<file path="src/rtl/record_stream_validator_defines.svh">
// Assertion macros shared by the record stream validator RTL.
// No dependencies; included by the files that carry assertions.
`ifndef RECORD_STREAM_VALIDATOR_DEFINES_SVH
`define RECORD_STREAM_VALIDATOR_DEFINES_SVH

// same-cycle implication
`define RSV_ASSERT_NOW(lbl, clk, rstn, ante, cons, msg) \
  lbl: assert property (@(posedge clk) disable iff (!rstn) (ante) |-> (cons)) \
    else $error(msg);

// next-cycle implication
`define RSV_ASSERT_NEXT(lbl, clk, rstn, ante, cons, msg) \
  lbl: assert property (@(posedge clk) disable iff (!rstn) (ante) |=> (cons)) \
    else $error(msg);

`endif

</file>
<file path="src/rtl/rsv_pkg.sv">
// Shared types, codes and constants of the record stream validator.
// No dependencies; imported by every rtl module.
package rsv_pkg;

  localparam int OFFSET_BITS_DEF = 32;
  localparam int COUNT_BITS_DEF  = 32;
  localparam int QUEUE_DEPTH     = 2;
  localparam int NUM_SPECIES     = 5;
  localparam int ADDR_BITS       = 5;

  localparam logic [6:0] HDR_BYTES        = 7'd16;
  localparam logic [6:0] MAX_RECORD_BYTES = 7'd124;

  localparam logic [1:0] KIND_RECORD  = 2'd0;
  localparam logic [1:0] KIND_ERROR   = 2'd1;
  localparam logic [1:0] KIND_SUMMARY = 2'd2;

  localparam logic [2:0] ST_OK        = 3'd0;
  localparam logic [2:0] ST_SHORT_HDR = 3'd1;
  localparam logic [2:0] ST_MAGIC     = 3'd2;
  localparam logic [2:0] ST_VERSION   = 3'd3;
  localparam logic [2:0] ST_SPECIES   = 3'd4;
  localparam logic [2:0] ST_SIZE      = 3'd5;
  localparam logic [2:0] ST_SHORT_REC = 3'd6;
  localparam logic [2:0] ST_OVERFLOW  = 3'd7;

  localparam logic [1:0] WORD_MAGIC   = 2'd0;
  localparam logic [1:0] WORD_VERSION = 2'd1;
  localparam logic [1:0] WORD_SIZE    = 2'd2;
  localparam logic [1:0] WORD_SPECIES = 2'd3;

  localparam logic [2:0] REG_MAGIC      = 3'd0;
  localparam logic [2:0] REG_VERSION    = 3'd1;
  localparam logic [2:0] REG_DARK       = 3'd2;
  localparam logic [2:0] REG_GAS        = 3'd3;
  localparam logic [2:0] REG_STAR       = 3'd4;
  localparam logic [2:0] REG_BLACK_HOLE = 3'd5;
  localparam logic [2:0] REG_TRACER     = 3'd6;

  typedef struct packed {
    logic [31:0]                  magic;
    logic [31:0]                  version;
    logic [NUM_SPECIES-1:0][31:0] code;
  } cfg_t;

  function automatic logic [6:0] species_bytes(input logic [2:0] idx);
    logic [6:0] n;
    case (idx)
      3'd0:    n = 7'd80;
      3'd1:    n = 7'd104;
      3'd2:    n = 7'd104;
      3'd3:    n = 7'd96;
      3'd4:    n = 7'd124;
      default: n = 7'd0;
    endcase
    return n;
  endfunction

endpackage

</file>
<file path="src/rtl/rsv_cfg.sv">
// APB register file: magic, version and the five species tags.
// Depends on rsv_pkg.
module rsv_cfg (
  input  logic                          clk,
  input  logic                          rst_n,
  input  logic                          psel,
  input  logic                          penable,
  input  logic                          pwrite,
  input  logic [rsv_pkg::ADDR_BITS-1:0] paddr,
  input  logic [31:0]                   pwdata,
  output logic [31:0]                   prdata,
  output logic                          pready,
  output rsv_pkg::cfg_t                 cfg
);
  import rsv_pkg::*;

  cfg_t       cfg_r, cfg_nxt;
  logic [2:0] idx;
  logic       wr;

  assign pready = 1'b1;
  assign idx    = paddr[4:2];
  assign wr     = psel && penable && pwrite;
  assign cfg    = cfg_r;

  always_comb begin
    cfg_nxt = cfg_r;
    if (wr) begin
      unique case (idx)
        REG_MAGIC:      cfg_nxt.magic   = pwdata;
        REG_VERSION:    cfg_nxt.version = pwdata;
        REG_DARK:       cfg_nxt.code[0] = pwdata;
        REG_GAS:        cfg_nxt.code[1] = pwdata;
        REG_STAR:       cfg_nxt.code[2] = pwdata;
        REG_BLACK_HOLE: cfg_nxt.code[3] = pwdata;
        REG_TRACER:     cfg_nxt.code[4] = pwdata;
        default:        cfg_nxt = cfg_r;
      endcase
    end
  end

  always_comb begin
    unique case (idx)
      REG_MAGIC:      prdata = cfg_r.magic;
      REG_VERSION:    prdata = cfg_r.version;
      REG_DARK:       prdata = cfg_r.code[0];
      REG_GAS:        prdata = cfg_r.code[1];
      REG_STAR:       prdata = cfg_r.code[2];
      REG_BLACK_HOLE: prdata = cfg_r.code[3];
      REG_TRACER:     prdata = cfg_r.code[4];
      default:        prdata = 32'd0;
    endcase
  end

  always_ff @(posedge clk) begin
    if (!rst_n) begin
      cfg_r.magic   <= 32'd0;
      cfg_r.version <= 32'd2;
      cfg_r.code[0] <= 32'd0;
      cfg_r.code[1] <= 32'd1;
      cfg_r.code[2] <= 32'd2;
      cfg_r.code[3] <= 32'd3;
      cfg_r.code[4] <= 32'd4;
    end else begin
      cfg_r <= cfg_nxt;
    end
  end

endmodule

</file>
<file path="src/rtl/rsv_front.sv">
// Input side: takes words, tags each with its buffer offset, marks end items.
// Depends on rsv_pkg; feeds rsv_queue.
module rsv_front #(
  parameter int OFFSET_BITS = rsv_pkg::OFFSET_BITS_DEF
) (
  input  logic                   clk,
  input  logic                   rst_n,
  input  logic                   in_valid,
  output logic                   in_stall,
  input  logic                   in_action,
  input  logic [7:0]             in_data_byte,
  input  logic                   q_full,
  output logic                   q_push,
  output logic [OFFSET_BITS+8:0] q_wdata
);
  import rsv_pkg::*;

  logic [OFFSET_BITS-1:0] offset_r, offset_nxt;

  assign in_stall = q_full;
  assign q_push   = in_valid && !q_full;
  assign q_wdata  = {in_action, in_data_byte, offset_r};

  // position wraps at 2^OFFSET_BITS; an end item starts a new buffer
  always_comb begin
    offset_nxt = offset_r;
    if (q_push) begin
      if (in_action) offset_nxt = '0;
      else           offset_nxt = offset_r + 1'b1;
    end
  end

  always_ff @(posedge clk) begin
    if (!rst_n) begin
      offset_r <= '0;
    end else begin
      offset_r <= offset_nxt;
    end
  end

endmodule

</file>
<file path="src/rtl/rsv_queue.sv">
// Short FIFO between the front and back ends.
// Depends on rsv_pkg for the default depth.
module rsv_queue #(
  parameter int WIDTH = 41,
  parameter int DEPTH = rsv_pkg::QUEUE_DEPTH
) (
  input  logic             clk,
  input  logic             rst_n,
  input  logic             push,
  input  logic [WIDTH-1:0] wdata,
  output logic             full,
  input  logic             pop,
  output logic             valid,
  output logic [WIDTH-1:0] rdata
);
  import rsv_pkg::*;

  localparam int PW = (DEPTH > 1) ? $clog2(DEPTH) : 1;
  localparam int CW = $clog2(DEPTH + 1);

  logic [WIDTH-1:0] mem_r [DEPTH];
  logic [PW-1:0]    wr_ptr_r, wr_ptr_nxt, rd_ptr_r, rd_ptr_nxt;
  logic [CW-1:0]    cnt_r, cnt_nxt;
  logic             do_push, do_pop;

  assign full    = (cnt_r == CW'(DEPTH));
  assign valid   = (cnt_r != '0);
  assign rdata   = mem_r[rd_ptr_r];
  assign do_push = push && !full;
  assign do_pop  = pop && valid;

  always_comb begin
    wr_ptr_nxt = wr_ptr_r;
    rd_ptr_nxt = rd_ptr_r;
    cnt_nxt    = cnt_r;
    if (do_push) begin
      wr_ptr_nxt = (wr_ptr_r == PW'(DEPTH - 1)) ? '0 : wr_ptr_r + 1'b1;
    end
    if (do_pop) begin
      rd_ptr_nxt = (rd_ptr_r == PW'(DEPTH - 1)) ? '0 : rd_ptr_r + 1'b1;
    end
    if (do_push && !do_pop)      cnt_nxt = cnt_r + 1'b1;
    else if (!do_push && do_pop) cnt_nxt = cnt_r - 1'b1;
  end

  always_ff @(posedge clk) begin
    if (do_push) mem_r[wr_ptr_r] <= wdata;
  end

  always_ff @(posedge clk) begin
    if (!rst_n) begin
      wr_ptr_r <= '0;
      rd_ptr_r <= '0;
      cnt_r    <= '0;
    end else begin
      wr_ptr_r <= wr_ptr_nxt;
      rd_ptr_r <= rd_ptr_nxt;
      cnt_r    <= cnt_nxt;
    end
  end

endmodule

</file>
<file path="src/rtl/rsv_back.sv">
// Back end: header assembly and checks, record framing, results and summary.
// Depends on rsv_pkg and record_stream_validator_defines.svh; fed by rsv_queue.
`include "record_stream_validator_defines.svh"

module rsv_back #(
  parameter int OFFSET_BITS = rsv_pkg::OFFSET_BITS_DEF,
  parameter int COUNT_BITS  = rsv_pkg::COUNT_BITS_DEF
) (
  input  logic                   clk,
  input  logic                   rst_n,
  input  rsv_pkg::cfg_t          cfg,
  input  logic                   q_valid,
  input  logic [OFFSET_BITS+8:0] q_rdata,
  output logic                   q_pop,
  output logic                   out_valid,
  input  logic                   out_stall,
  output logic [1:0]             out_kind,
  output logic [2:0]             out_status,
  output logic [2:0]             out_species_index,
  output logic [31:0]            out_record_begin,
  output logic [6:0]             out_record_size,
  output logic [31:0]            out_record_count
);
  import rsv_pkg::*;

  logic                   it_end;
  logic [7:0]             it_byte;
  logic [OFFSET_BITS-1:0] it_off;
  logic                   take;

  logic [6:0]             p_r, p_nxt;
  logic [31:0]            word_r, word_nxt;
  logic [31:0]            decl_r, decl_nxt;
  logic [2:0]             pend_r, pend_nxt;
  logic [2:0]             spec_r, spec_nxt;
  logic [6:0]             exp_r, exp_nxt;
  logic [COUNT_BITS-1:0]  cnt_r, cnt_nxt;
  logic [OFFSET_BITS-1:0] rbeg_r, rbeg_nxt;
  logic [OFFSET_BITS-1:0] lbeg_r, lbeg_nxt;
  logic [6:0]             lsize_r, lsize_nxt;
  logic [2:0]             latch_r, latch_nxt;

  logic                   ov_r, ov_nxt;
  logic [1:0]             okind_r, okind_nxt;
  logic [2:0]             ostat_r, ostat_nxt;
  logic [2:0]             ospec_r, ospec_nxt;
  logic [31:0]            obeg_r, obeg_nxt;
  logic [6:0]             osize_r, osize_nxt;
  logic [31:0]            ocnt_r, ocnt_nxt;

  logic [31:0]            w;
  logic [2:0]             pend_cur, spec_cur;
  logic [6:0]             exp_cur;
  logic                   found;
  logic [2:0]             found_spec;
  logic [6:0]             found_exp;
  logic [2:0]             end_st;

  assign it_end  = q_rdata[OFFSET_BITS+8];
  assign it_byte = q_rdata[OFFSET_BITS+7:OFFSET_BITS];
  assign it_off  = q_rdata[OFFSET_BITS-1:0];
  assign take    = q_valid && (!ov_r || !out_stall);
  assign q_pop   = take;

  assign w        = {it_byte, word_r[31:8]};
  assign pend_cur = (p_r == 7'd0) ? ST_OK : pend_r;
  assign spec_cur = (p_r == 7'd0) ? 3'd0 : spec_r;
  assign exp_cur  = (p_r == 7'd0) ? 7'd0 : exp_r;

  // first matching tag wins
  always_comb begin
    found      = 1'b0;
    found_spec = 3'd0;
    found_exp  = 7'd0;
    for (int k = 0; k < NUM_SPECIES; k++) begin
      if (!found && w == cfg.code[k]) begin
        found      = 1'b1;
        found_spec = 3'(k);
        found_exp  = species_bytes(3'(k));
      end
    end
  end

  always_comb begin
    if (latch_r != ST_OK)        end_st = latch_r;
    else if (p_r >= HDR_BYTES)   end_st = ST_SHORT_REC;
    else if (p_r != 7'd0)        end_st = ST_SHORT_HDR;
    else                         end_st = ST_OK;
  end

  always_comb begin
    p_nxt     = p_r;
    word_nxt  = word_r;
    decl_nxt  = decl_r;
    pend_nxt  = pend_r;
    spec_nxt  = spec_r;
    exp_nxt   = exp_r;
    cnt_nxt   = cnt_r;
    rbeg_nxt  = rbeg_r;
    lbeg_nxt  = lbeg_r;
    lsize_nxt = lsize_r;
    latch_nxt = latch_r;

    ov_nxt    = ov_r && out_stall;
    okind_nxt = okind_r;
    ostat_nxt = ostat_r;
    ospec_nxt = ospec_r;
    obeg_nxt  = obeg_r;
    osize_nxt = osize_r;
    ocnt_nxt  = ocnt_r;

    if (take) begin
      ov_nxt = 1'b0;
      if (it_end) begin
        ov_nxt    = 1'b1;
        okind_nxt = KIND_SUMMARY;
        ostat_nxt = end_st;
        ospec_nxt = 3'd0;
        obeg_nxt  = (lsize_r == 7'd0) ? 32'(it_off) : 32'(lbeg_r);
        osize_nxt = lsize_r;
        ocnt_nxt  = 32'(cnt_r);
        p_nxt     = 7'd0;
        word_nxt  = 32'd0;
        decl_nxt  = 32'd0;
        pend_nxt  = ST_OK;
        spec_nxt  = 3'd0;
        exp_nxt   = 7'd0;
        cnt_nxt   = '0;
        rbeg_nxt  = '0;
        lbeg_nxt  = '0;
        lsize_nxt = 7'd0;
        latch_nxt = ST_OK;
      end else if (latch_r == ST_OK) begin
        if (p_r < HDR_BYTES) begin
          word_nxt = w;
          pend_nxt = pend_cur;
          spec_nxt = spec_cur;
          exp_nxt  = exp_cur;
          if (p_r == 7'd0) rbeg_nxt = it_off;
          if (p_r[1:0] == 2'd3) begin
            unique case (p_r[3:2])
              WORD_MAGIC: begin
                if (pend_cur == ST_OK && w != cfg.magic) pend_nxt = ST_MAGIC;
              end
              WORD_VERSION: begin
                if (pend_cur == ST_OK && w != cfg.version) pend_nxt = ST_VERSION;
              end
              WORD_SIZE: begin
                decl_nxt = w;
              end
              WORD_SPECIES: begin
                spec_nxt = found_spec;
                exp_nxt  = found_exp;
                if (pend_cur == ST_OK) begin
                  if (!found)                        pend_nxt = ST_SPECIES;
                  else if (decl_r != 32'(found_exp)) pend_nxt = ST_SIZE;
                end
              end
              default: decl_nxt = decl_r;
            endcase
          end
          if (p_r == HDR_BYTES - 7'd1 && pend_nxt != ST_OK) begin
            latch_nxt = pend_nxt;
            ov_nxt    = 1'b1;
            okind_nxt = KIND_ERROR;
            ostat_nxt = pend_nxt;
            ospec_nxt = spec_nxt;
            obeg_nxt  = 32'(rbeg_r);
            osize_nxt = exp_nxt;
            ocnt_nxt  = 32'(cnt_r);
          end else begin
            p_nxt = p_r + 7'd1;
          end
        end else if ({1'b0, p_r} + 8'd1 >= {1'b0, exp_r}) begin
          p_nxt     = 7'd0;
          ov_nxt    = 1'b1;
          ospec_nxt = spec_r;
          obeg_nxt  = 32'(rbeg_r);
          osize_nxt = exp_r;
          if (cnt_r == '1) begin
            latch_nxt = ST_OVERFLOW;
            okind_nxt = KIND_ERROR;
            ostat_nxt = ST_OVERFLOW;
            ocnt_nxt  = 32'(cnt_r);
          end else begin
            cnt_nxt   = cnt_r + 1'b1;
            lbeg_nxt  = rbeg_r;
            lsize_nxt = exp_r;
            okind_nxt = KIND_RECORD;
            ostat_nxt = ST_OK;
            ocnt_nxt  = 32'(cnt_r + 1'b1);
          end
        end else begin
          p_nxt = p_r + 7'd1;
        end
      end
    end
  end

  always_ff @(posedge clk) begin
    if (!rst_n) begin
      p_r     <= 7'd0;
      word_r  <= 32'd0;
      decl_r  <= 32'd0;
      pend_r  <= ST_OK;
      spec_r  <= 3'd0;
      exp_r   <= 7'd0;
      cnt_r   <= '0;
      rbeg_r  <= '0;
      lbeg_r  <= '0;
      lsize_r <= 7'd0;
      latch_r <= ST_OK;
      ov_r    <= 1'b0;
    end else begin
      p_r     <= p_nxt;
      word_r  <= word_nxt;
      decl_r  <= decl_nxt;
      pend_r  <= pend_nxt;
      spec_r  <= spec_nxt;
      exp_r   <= exp_nxt;
      cnt_r   <= cnt_nxt;
      rbeg_r  <= rbeg_nxt;
      lbeg_r  <= lbeg_nxt;
      lsize_r <= lsize_nxt;
      latch_r <= latch_nxt;
      ov_r    <= ov_nxt;
    end
  end

  always_ff @(posedge clk) begin
    okind_r <= okind_nxt;
    ostat_r <= ostat_nxt;
    ospec_r <= ospec_nxt;
    obeg_r  <= obeg_nxt;
    osize_r <= osize_nxt;
    ocnt_r  <= ocnt_nxt;
  end

  assign out_valid         = ov_r;
  assign out_kind          = okind_r;
  assign out_status        = ostat_r;
  assign out_species_index = ospec_r;
  assign out_record_begin  = obeg_r;
  assign out_record_size   = osize_r;
  assign out_record_count  = ocnt_r;

  `RSV_ASSERT_NOW(a_pos_range, clk, rst_n, 1'b1, p_r < MAX_RECORD_BYTES, "record position out of range")
  `RSV_ASSERT_NOW(a_body_size, clk, rst_n, p_r >= HDR_BYTES, exp_r != 7'd0 && latch_r == ST_OK, "record body without a species size")
  `RSV_ASSERT_NEXT(a_quiet_after_err, clk, rst_n, take && !it_end && latch_r != ST_OK, !ov_r, "word after an error produced a result")
  `RSV_ASSERT_NEXT(a_end_clears, clk, rst_n, take && it_end, p_r == 7'd0 && cnt_r == '0 && latch_r == ST_OK && ov_r, "end word did not clear the stream")

endmodule

</file>
<file path="src/rtl/record_stream_validator.sv">
// Top level of the record stream validator: config regs, front end, queue, back end.
// Depends on rsv_pkg, rsv_cfg, rsv_front, rsv_queue and rsv_back.
//
// Checks a byte stream of framed particle records, one byte per word on the in_ channel,
// closed by an end word (in_action = 1). Each record opens with a 16-byte little-endian
// header (magic, version, byte count, species tag) that is checked against the APB
// registers once the header is complete. One result word comes out per accepted record,
// for the first error, and as a summary for each end word; after an error, bytes are
// dropped until the end word. Throughput is one word per cycle sustained while out_stall
// is low. out_valid rises once its word has been written into the input queue and the
// back end has checked it and registered the result. A two-word queue between front and
// back end absorbs out_stall, so in_stall rises only while that queue is full.
module record_stream_validator #(
  parameter int OFFSET_BITS = rsv_pkg::OFFSET_BITS_DEF,
  parameter int COUNT_BITS  = rsv_pkg::COUNT_BITS_DEF
) (
  input  logic                          clk,
  input  logic                          rst_n,
  input  logic                          psel,
  input  logic                          penable,
  input  logic                          pwrite,
  input  logic [rsv_pkg::ADDR_BITS-1:0] paddr,
  input  logic [31:0]                   pwdata,
  output logic [31:0]                   prdata,
  output logic                          pready,
  input  logic                          in_valid,
  output logic                          in_stall,
  input  logic                          in_action,
  input  logic [7:0]                    in_data_byte,
  output logic                          out_valid,
  input  logic                          out_stall,
  output logic [1:0]                    out_kind,
  output logic [2:0]                    out_status,
  output logic [2:0]                    out_species_index,
  output logic [31:0]                   out_record_begin,
  output logic [6:0]                    out_record_size,
  output logic [31:0]                   out_record_count
);
  import rsv_pkg::*;

  localparam int EW = OFFSET_BITS + 9;

  cfg_t          cfg;
  logic          q_full, q_push, q_pop, q_valid;
  logic [EW-1:0] q_wdata, q_rdata;

  rsv_cfg u_cfg (
    .clk     (clk),
    .rst_n   (rst_n),
    .psel    (psel),
    .penable (penable),
    .pwrite  (pwrite),
    .paddr   (paddr),
    .pwdata  (pwdata),
    .prdata  (prdata),
    .pready  (pready),
    .cfg     (cfg)
  );

  rsv_front #(
    .OFFSET_BITS (OFFSET_BITS)
  ) u_front (
    .clk          (clk),
    .rst_n        (rst_n),
    .in_valid     (in_valid),
    .in_stall     (in_stall),
    .in_action    (in_action),
    .in_data_byte (in_data_byte),
    .q_full       (q_full),
    .q_push       (q_push),
    .q_wdata      (q_wdata)
  );

  rsv_queue #(
    .WIDTH (EW),
    .DEPTH (QUEUE_DEPTH)
  ) u_queue (
    .clk   (clk),
    .rst_n (rst_n),
    .push  (q_push),
    .wdata (q_wdata),
    .full  (q_full),
    .pop   (q_pop),
    .valid (q_valid),
    .rdata (q_rdata)
  );

  rsv_back #(
    .OFFSET_BITS (OFFSET_BITS),
    .COUNT_BITS  (COUNT_BITS)
  ) u_back (
    .clk               (clk),
    .rst_n             (rst_n),
    .cfg               (cfg),
    .q_valid           (q_valid),
    .q_rdata           (q_rdata),
    .q_pop             (q_pop),
    .out_valid         (out_valid),
    .out_stall         (out_stall),
    .out_kind          (out_kind),
    .out_status        (out_status),
    .out_species_index (out_species_index),
    .out_record_begin  (out_record_begin),
    .out_record_size   (out_record_size),
    .out_record_count  (out_record_count)
  );

endmodule
</file>
<file path="config.mk">
export PLATFORM = sky130hd
export DESIGN_NAME = record_stream_validator
export DESIGN_NICKNAME = d
export VERILOG_FILES = /design/src/rtl/rsv_pkg.sv /design/src/rtl/rsv_cfg.sv /design/src/rtl/rsv_front.sv /design/src/rtl/rsv_queue.sv /design/src/rtl/rsv_back.sv /design/src/rtl/record_stream_validator.sv
export VERILOG_INCLUDE_DIRS = /design/src /design/src/rtl
export SDC_FILE = /design/constraint.sdc
export NUM_CORES = 1
export LEC_CHECK = 0
export BUFFER_PORTS_ARGS = -buffer_cell sky130_fd_sc_hd__buf_2
export CORE_MARGIN = 5
export CORE_UTILIZATION = 60
export CTS_CLUSTER_SIZE = 30
export DETAILED_ROUTE_END_ITERATION = 6
export PLACE_DENSITY = 0.82
export SYNTH_ARGS = -nofsm -noshare
export SYNTH_HDL_FRONTEND = slang
export SYNTH_SLANG_ARGS = --single-unit
</file>
<file path="constraint.sdc">
create_clock -name clk -period 8.25 [get_ports clk]
set_clock_uncertainty 0.2 [all_clocks]
set_input_delay 1.65 -clock clk [delete_from_list [all_inputs] [get_ports clk]]
set_output_delay 1.65 -clock clk [all_outputs]
set_load 0.02 [all_outputs]
</file>
Yosys cells after proc, flatten, opt, wreduce, memory -nomap -nowiden. Memories as Yosys holds them, arrays and structs flattened. A register that Yosys moved wholly into a read port is not among the register bits. Index checks and enable logic that the tools add are counted.

Output and inout bits: 114. Input port bits: 53. Word-level logic and storage cells: 253. Memories: 1. Bits in registers: 530. Memory bits (writable): 82.

Equal/unequal tests: 25. Reduce and logical (&&, ||, !) cells: 60. Order comparisons: 3. Add/subtract/negate cells: 8. Mux-type cells: 127.

Memories: u_queue.mem_r (words 2, bits a word 41, read ports 1, clocked after Yosys merged registers in 1, write ports 1, line rsv_queue.sv:21) `logic [WIDTH-1:0] mem_r [DEPTH];`.

Operators by type and width (number): $mux 32 (33); $pmux 32 s7 (1); $mux 7 (26); $eq 32x32->1 (5); $mux 3 (38); $add 32x1->32 const B (2); $ne 32x32->1 (2); $eq 32x32->1 const B (1); $ne 32x7->1 (1); $mux 1 (20); $logic_and 1x1->1 (16); $mux 2 (8); $reduce_bool 2->1 (8); $reduce_and 5->1 (3); $logic_not 7->1 (2); $reduce_and 2->1 (7); $reduce_and 4->1 (3); $reduce_bool 3->1 (4); $eq 3x3->1 const B (3); $logic_not 1->1 (9); $logic_not 3->1 (3); $pmux 3 s3 (1); $add 7x1->8 const B (1); $eq 2x2->1 const B (4); other kinds (17) (22).

Logic depth before layout (Yosys ltp). Gate-level depths: netlist (run 1).

Word-level depth: 31. Mapped depth: 14. Depth with buffers taken out: 12.

Cells and area by module. Synthesis (run 1) repeated with hierarchy kept, for this count alone.

Cells, all modules: 2973. Area total of the unflattened synthesis: 29530.8 um^2.

By module, submodules not included: rsv_back (times used 1, cells each 1624, area an instance 14641.5 um^2); rsv_cfg (times used 1, cells each 997, area an instance 9943.3 um^2); rsv_queue (times used 1, cells each 153, area an instance 3185.6 um^2); rsv_front (times used 1, cells each 199, area an instance 1760.4 um^2).

Worst setup path before layout (run 1). No wires, ideal clock.

Path type: register to register. From: reg (tool-made name). To: reg u_back.okind_r[0], in the netlist u_back.out_kind[0] (enable). Arrival: 6.278 ns. Buffers on the path: 2. Setup time: 0.537 ns. Cell stages (with the launch flop): 13. Path slack: 1.235 ns. Data required time: 7.513 ns. Path through: dfxtp_1 -> buf_6 -> buf_8 -> mux2i_4 -> xnor2_1 -> nor4_1 -> nand4_1 -> nand4_2 -> o21ai_1 -> a221o_1 -> a22oi_2 -> o31ai_1 -> a21boi_1.

RTL lines: end signal: assignment (line rsv_back.sv:231) `okind_r <= okind_nxt;`; end: declaration (line rsv_back.sv:44) `logic [1:0] okind_r, okind_nxt;`.

Final worst setup path (run 1).
From: in paddr[3] (netlist name). To: out prdata[25].

Word-level cells in the longest chain between the ends: 2. Elaborated cells between the ends (all ways): 8.

RTL lines: start: declaration (line record_stream_validator.sv:22) `input logic [rsv_pkg::ADDR_BITS-1:0] paddr,`; $eq 3x3->1, or another cell as far along (line rsv_cfg.sv:43) `unique case (idx)`; $pmux 32 s7 * (line rsv_cfg.sv:43); end: declaration (line record_stream_validator.sv:24) `output logic [31:0] prdata,`.

Every way passes the cells marked *; elsewhere a longest branch is shown, timed or not.

==> reports/qor.yml, run 1 <==
clk_pin_slew_worst_paths_ns: 0.06
synthCells: 3180
yosysSeqAreaShare_pct: 48.63
layout-drive-gt1-share_pct: 11.04
worstHoldPathType: "register to register"
pwr_density_cell_mw_per_mm2: 264.9
ios: 167
yosysTopAreaCellShare_pct: 31.50
drt_first_iter_violations: 3223
vias: 24360
dieArea_mm2: 0.05147
busiest_layer: "met2"
hold_violations: 0
grt_use_met1_pct: 41.33
antenna_found_initial: 1
path_cells: "buf_2 -> buf_4 -> nor2b_1 -> buf_4 -> a21oi_1 -> o21ai_0 -> buf_2"
wl_per_cell_um: 21.88
worstMarginPinSlew_ns: 1.233
finalWeightedCongestion: 1.041
cts_tree: "yes"
worstPathMaxFanout: 51
start_util_pct: 60.61
final_nets: 3257
irDropWorstVdd_mv: 0.2387
synth_edf_count: 161
max-cap-violations: 0
synth_ff_type: "dfxtp_1"
place_hpwl_um: 54150
cts_max_level: 2
die_w_um: 226.9
synth_warnings: 0
area_growth_syn_to_layout_pct: 10.49
drt_pass1_iterations: 6
slew_viol_final: 0
fin_crit_sh_pct: 71.45
drc: 0
ctsResizeCount: 0
leakagePower_nw: 10.60
cts_buffer_depth: 3
slowest_stage: "nor2b_1"
start_kind: "input port"
grt_pass1_vias: 23150
holdBufCountCts: 0
criticalPathCategory: "input port to primary output"
core-area_mm2: 0.04656
ys_seq_elements: 605
synth.avg_cell_area_um2: 8.873
clock_latency_ns: 0.67
finalCriticalPeriod_ns: 5.895
gr-total-overflow: 0
yosys.area.top_type: "dfxtp_1"
grtUsageTotal_pct: 31.59
rsz0062_at_grt: "no"
die_h_um: 226.9
grt_pass1_wl_um: 128500
antenna_cells: 0
grt_max_degree: 225
syn_area_mm2: 0.02822
synth.area.top_cells: "dfxtp_1 32%, edfxtp_1 17%, nand2_1 8.2%"
post_cts_buffers: 0
cts_buffers: 60
synth_nets: 3245
critPathCaptureType: "primary output"
preCtsSetupSlack_ns: 2.455
required_ns: 6.40
grt_use_met3_pct: 6.758
grt_use_met2_pct: 50.46
status: "complete, no violations"
setup_slack_ns: 2.355
cpPeakStageDelay_ns: 0.57
async_flop_share_pct: 0
max_freq_mhz: 169.6
clock_sinks: 605
fin_setup_tns_ns: 0
relSlewSlack_pct: 17.64
cts-root-buf: "clkbuf_16"
antenna_left: 0
setup_viol: 0
port_buffers: 163
via_per_inst: 6.329
synth.distinct_cells: 73
wl_um: 84220
critPathArrivalTime_ns: 4.04
rows: 79
[layout by cell type, fill, tap and decap left out, types with 14 or more instances in the layout]
cell	Yosys	routed
nand2_1	617	612
dfxtp_1	444	443
a21oi_1	372	372
nor2_1	310	306
xnor2_1	241	241
buf_2	0	163
edfxtp_1	161	161
o21ai_0	99	99
mux2i_1	73	72
nand4_1	70	70
clkbuf_16	0	60
nor3_1	61	59
a22oi_1	56	56
xor2_1	48	48
a32oi_1	43	43
nand3_1	43	41
nor4_1	28	27
mux4_2	22	22
or3_1	24	22
buf_4	1	20
inv_1	18	17
mux2_2	16	16
clkbuf_1	213	15
nand2b_1	14	14
a31oi_1	14	14
[cells by family after synthesis]
group           Yosys count  synth area share, %
flops                   605                48.63
simple gates           1235                18.96
fa+ha+maj                12               0.5321
mux                     119                5.561
other cells               1              0.01329
buf+inv                 254                3.459
compound gates          665                13.87
xor+xnor                289                8.970
[final timing paths]
path | slack [ns] | startpoint | cells past startpoint | end
hold / removal | 0.26 | u_back.decl_r[24]$_SDFFE_PN0P_ | 2 | u_back.decl_r[24]$_SDFFE_PN0P_
hold reg to reg | 0.26 | u_back.decl_r[24]$_SDFFE_PN0P_ | 2 | u_back.decl_r[24]$_SDFFE_PN0P_
setup reg to reg | 2.50 | register | 11 | u_back.out_record_count[19]$_DFFE_PP_
setup / recovery | 2.36 | paddr[3] | 7 | prdata[25]
[registers in the layout, indices dropped and copies added (netlist names), 24 cells and up, named ones only]
signal	flops
u_cfg.cfg	224
u_back.decl_r	32
u_back.lbeg_r	32
u_front.offset_r	32
u_queue.mem_r	82
u_back.word_r	24
u_back.out_record_count	32
u_back.rbeg_r	32
u_back.out_record_begin	32
u_back.cnt_r	32
[layer usage]
| metal | part of all wire, % | vias up |
|---|---|---|
| li1 | - | 11070 |
| met1 | 38 | 11450 |
| met2 | 46 | 1539 |
| met3 | 11 | 297 |
| met4 | 5.0 | 2 |
| met5 | 0.015 | - |
[cells in the mapped netlist (all sizes together), types with 13 or more instances]
cell    instances
a21oi         374
a22oi          57
a31oi          14
a32oi          43
and3           15
buf            21
clkbuf        213
dfxtp         444
edfxtp        161
inv            20
mux2           16
mux2i          81
mux4           22
nand2         617
nand2b         14
nand3          43
nand4          72
nor2          311
nor3           61
nor4           31
o21a           13
o21ai         107
or3            24
xnor2         241
xor2           48
[power breakdown]
group	total [mW]	leakage, nW	internal [mW]	switching, mW
combinational	1.95	4.51	0.588	1.36
clock	2.77	0.966	1.57	1.20
sequential	3.54	5.12	3.36	0.173
[through the flow]
stage	instance area, µm²	power [mW]	utilization, %	hold WS (ns)	cells
CTS	31180	8.243	66.97	0.2634	3849
global route	31180	8.568	66.97	0.2876	3849
finish	31180	8.260	66.97	0.2637	3849
floorplan	28220	4.921	-	0.2256	3180
detailed placement	29190	5.510	62.69	0.2546	3737
global placement	29190	5.439	62.69	0.2371	3737
[layout make-up]
type                    count  area [µm²]
clock buffers              79        1613
fillers                  3608       15380
inverters                  20       82.58
clock inverters            33       375.4
multi-input cells        2321       13640
repair buffers            184       985.9
well taps                 607       759.5
flip-flops and latches    605       13720
[critical path: cells and delay by family]
| family | cells | cell delay [ns] |
|---|---|---|
| buffers and inverters | 4 | 1.33 |
| AOI/OAI and AO/OA | 2 | 0.44 |
| and+or+nand+nor | 1 | 0.57 |
Power figures use the tool's default switching activity.
==> run 2: changes to the inputs <==
--- a/config.mk
+++ b/config.mk
@@ -6,12 +6,13 @@
 export SDC_FILE = /design/constraint.sdc
 export NUM_CORES = 1
 export LEC_CHECK = 0
+export ABC_AREA = 1
 export BUFFER_PORTS_ARGS = -buffer_cell sky130_fd_sc_hd__buf_2
 export CORE_MARGIN = 5
-export CORE_UTILIZATION = 60
+export CORE_UTILIZATION = 55
 export CTS_CLUSTER_SIZE = 30
 export DETAILED_ROUTE_END_ITERATION = 6
-export PLACE_DENSITY = 0.82
+export PLACE_DENSITY = 0.79
 export SYNTH_ARGS = -nofsm -noshare
 export SYNTH_HDL_FRONTEND = slang
 export SYNTH_SLANG_ARGS = --single-unit
==> constraint.sdc (replaced) <==
create_clock -name clk -period 5 [get_ports clk]
set_clock_uncertainty 0.2 [all_clocks]
set_input_delay 1 -clock clk [delete_from_list [all_inputs] [get_ports clk]]
set_output_delay 1 -clock clk [all_outputs]
set_load 0.02 [all_outputs]
==> run 2 against run 1 <==
Compared with the run above:
- clock-buffer cell count is 13 higher
- core utilization is 4.3 points lower
- setup slack worse by 1.8 ns
- sequential cell count stayed put
- critical path depth is 19 higher
- via count is 6.7% higher
- clock power is 73% higher
- area after synthesis is 1.6% higher
- largest power group unchanged
- combinational power is 110% higher
- largest cell class unchanged
- first-iteration DRC count is 9.0% lower
- highest routed layer unchanged
- die area is 10% higher
- synthesized cell count is 17% higher
==> reports/qor.yml, run 2 <==
status: "complete, no violations"
final_cell_mix: "847 x nand2_1, 443 x dfxtp_1, 408 x nor2_1"
synth.area.top_cells: "dfxtp_1 31%, edfxtp_1 17%, nand2_1 11%"
grt_pass1_wl_um: 127100
slew_viol_final: 0
max-cap-violations: 0
final_cells: 4563
vias: 25990
place_inst: 4435
clk_pin_slew_worst_paths_ns: 0.06
synth_ff_type: "dfxtp_1"
syn_area_mm2: 0.02866
synth.most_common_cell: "nand2_1"
gr-total-overflow: 0
die_h_um: 238.3
dieArea_mm2: 0.05677
finalCriticalPeriod_ns: 4.470
layout-drive-gt1-share_pct: 10.22
critPathArrivalTime_ns: 4.50
area_growth_syn_to_layout_pct: 12.58
synth_warnings: 0
synth_nets: 3785
async_flop_share_pct: 0
synth_edf_count: 161
clock_latency_ns: 0.61
grtUsageTotal_pct: 27.31
wl_per_cell_um: 17.73
cts_buffers: 66
ctsResizeCount: 0
criticalPathCategory: "register to register"
drc: 0
wl_um: 80900
grt_pass1_vias: 23690
drt_first_iter_violations: 2933
layout_commonest_cell: "nand2_1"
fin_crit_sh_pct: 89.41
synth.avg_cell_area_um2: 7.704
clock_sinks: 605
cts_max_level: 3
largest_register_ffs: 224
ios: 167
core-area_mm2: 0.05151
finalWeightedCongestion: 0.9518
drt_pass1_iterations: 7
antenna_found_initial: 14
start_kind: "register"
post_cts_buffers: 0
die_w_um: 238.3
yosysSeqAreaShare_pct: 47.89
ys_top_cells_by_count: "847 x nand2_1, 444 x dfxtp_1, 415 x nor2_1"
final_nets: 3888
relSlewSlack_pct: 31.51
required_ns: 5.03
antenna_left: 0
ys_seq_elements: 605
irDropWorstVdd_mv: 0.3508
cts_tree: "yes"
hold_violations: 0
start_util_pct: 55.64
critPathCaptureType: "register"
max_freq_mhz: 223.7
yosys.area.top_type: "dfxtp_1"
holdBufCountCts: 0
synth.distinct_cells: 58
setup_viol: 0
synthCells: 3720
fin_total_pwr_mw: 14.87
worstPathMaxFanout: 45
place_hpwl_um: 54030
worstHoldPathType: "register to register"
port_buffers: 163
rows: 83
leakagePower_nw: 13.54
fin_setup_tns_ns: 0
grt_max_degree: 113
via_per_inst: 5.696
worstMarginPinSlew_ns: 1.026
cts_buffer_depth: 3
rsz0062_at_grt: "no"
pwr_density_cell_mw_per_mm2: 460.8
cts-root-buf: "clkbuf_16"
yosysTopAreaCellShare_pct: 31.02
## run 2: layout make-up
cell class                 instances  area (µm²)
timing repair buffer             233        1348
clock buffer                      92        1859
multi-input combinational       2564       12870
antenna                            9       22.52
tap                              680       850.8
clock inverter                    27       252.7
sequential                       605       13720
inverter                         353        1334
fill                            4442       19250
## run 2: worst paths after layout
path / cells past startpoint / from / slack, ns / end
worst min register to register: 2 / u_back.decl_r[15]$_SDFFE_PN0P_ / 0.26 / u_back.decl_r[15]$_SDFFE_PN0P_
worst min-delay path: 2 / u_back.decl_r[15]$_SDFFE_PN0P_ / 0.26 / u_back.decl_r[15]$_SDFFE_PN0P_
worst max-delay path: 26 / u_back.word_r[27]$_SDFFE_PN0P_ / 0.53 / u_back.out_species_index[0]$_SDFFCE_PP0P_
worst max register to register: 26 / u_back.word_r[27]$_SDFFE_PN0P_ / 0.53 / u_back.out_species_index[0]$_SDFFCE_PP0P_
## run 2: logic make-up after synthesis
family / count (synthesis) / share of synthesized area, %
compound gates: 884 / 17.29
mux: 39 / 1.362
fa+ha+maj: 12 / 0.5239
simple gates: 1497 / 21.45
buf+inv: 551 / 7.435
xor+xnor: 131 / 4.030
other cells: 1 / 0.01309
flops: 605 / 47.89
## run 2: metrics by stage
step	cell area, µm²	hold slack [ns]	util [%]	worst slack [ns]
after global placement	30130	0.2337	58.49	0.8122
after floorplan	28660	0.2256	-	0.5477
after CTS	32240	0.2555	62.59	0.6471
final	32260	0.2586	62.63	0.5298
after detailed placement	30130	0.2417	58.49	0.6857
after global routing	32250	0.2722	62.62	0.2804
## run 2: power breakdown
| part | switching, mW | internal (mW) | leakage, nW | total, mW |
|---|---|---|---|---|
| clock network | 2.03 | 2.77 | 1.04 | 4.79 |
| logic | 2.92 | 1.17 | 7.36 | 4.09 |
| registers | 0.297 | 5.68 | 5.14 | 5.98 |
## run 2: worst max-delay path, stage by stage (launching register included)
cell and delay, ns:
dfxtp_1 0.71, inv_1 0.20, nand2_1 0.11, nand2_1 0.07
nor2_1 0.15, nand2_1 0.08, nor2_1 0.23, nand2_1 0.17
nor2_2 0.14, nand2_2 0.12, a21boi_1 0.17, nor2_1 0.20
nand3_1 0.11, nand2_1 0.10, nor2_2 0.04, nand2_1 0.05
nand2_1 0.05, nand2_1 0.06, nand2_1 0.05, nand2_1 0.08
nand2_2 0.06, nand3_2 0.10, nand2_2 0.06, nand2_2 0.11
nand2_1 0.09, clkinv_2 0.06, buf_4 0.45
## run 2: routing by layer
layer / track usage [%] / vias up / part of all wire [%]
met4: 11.60 / 14 / 4.3
met5: 0 / - / 0.12
met3: 6.426 / 268 / 9.7
met1: 36.64 / 11940 / 41
li1: - / 12570 / -
met2: 42.65 / 1202 / 45
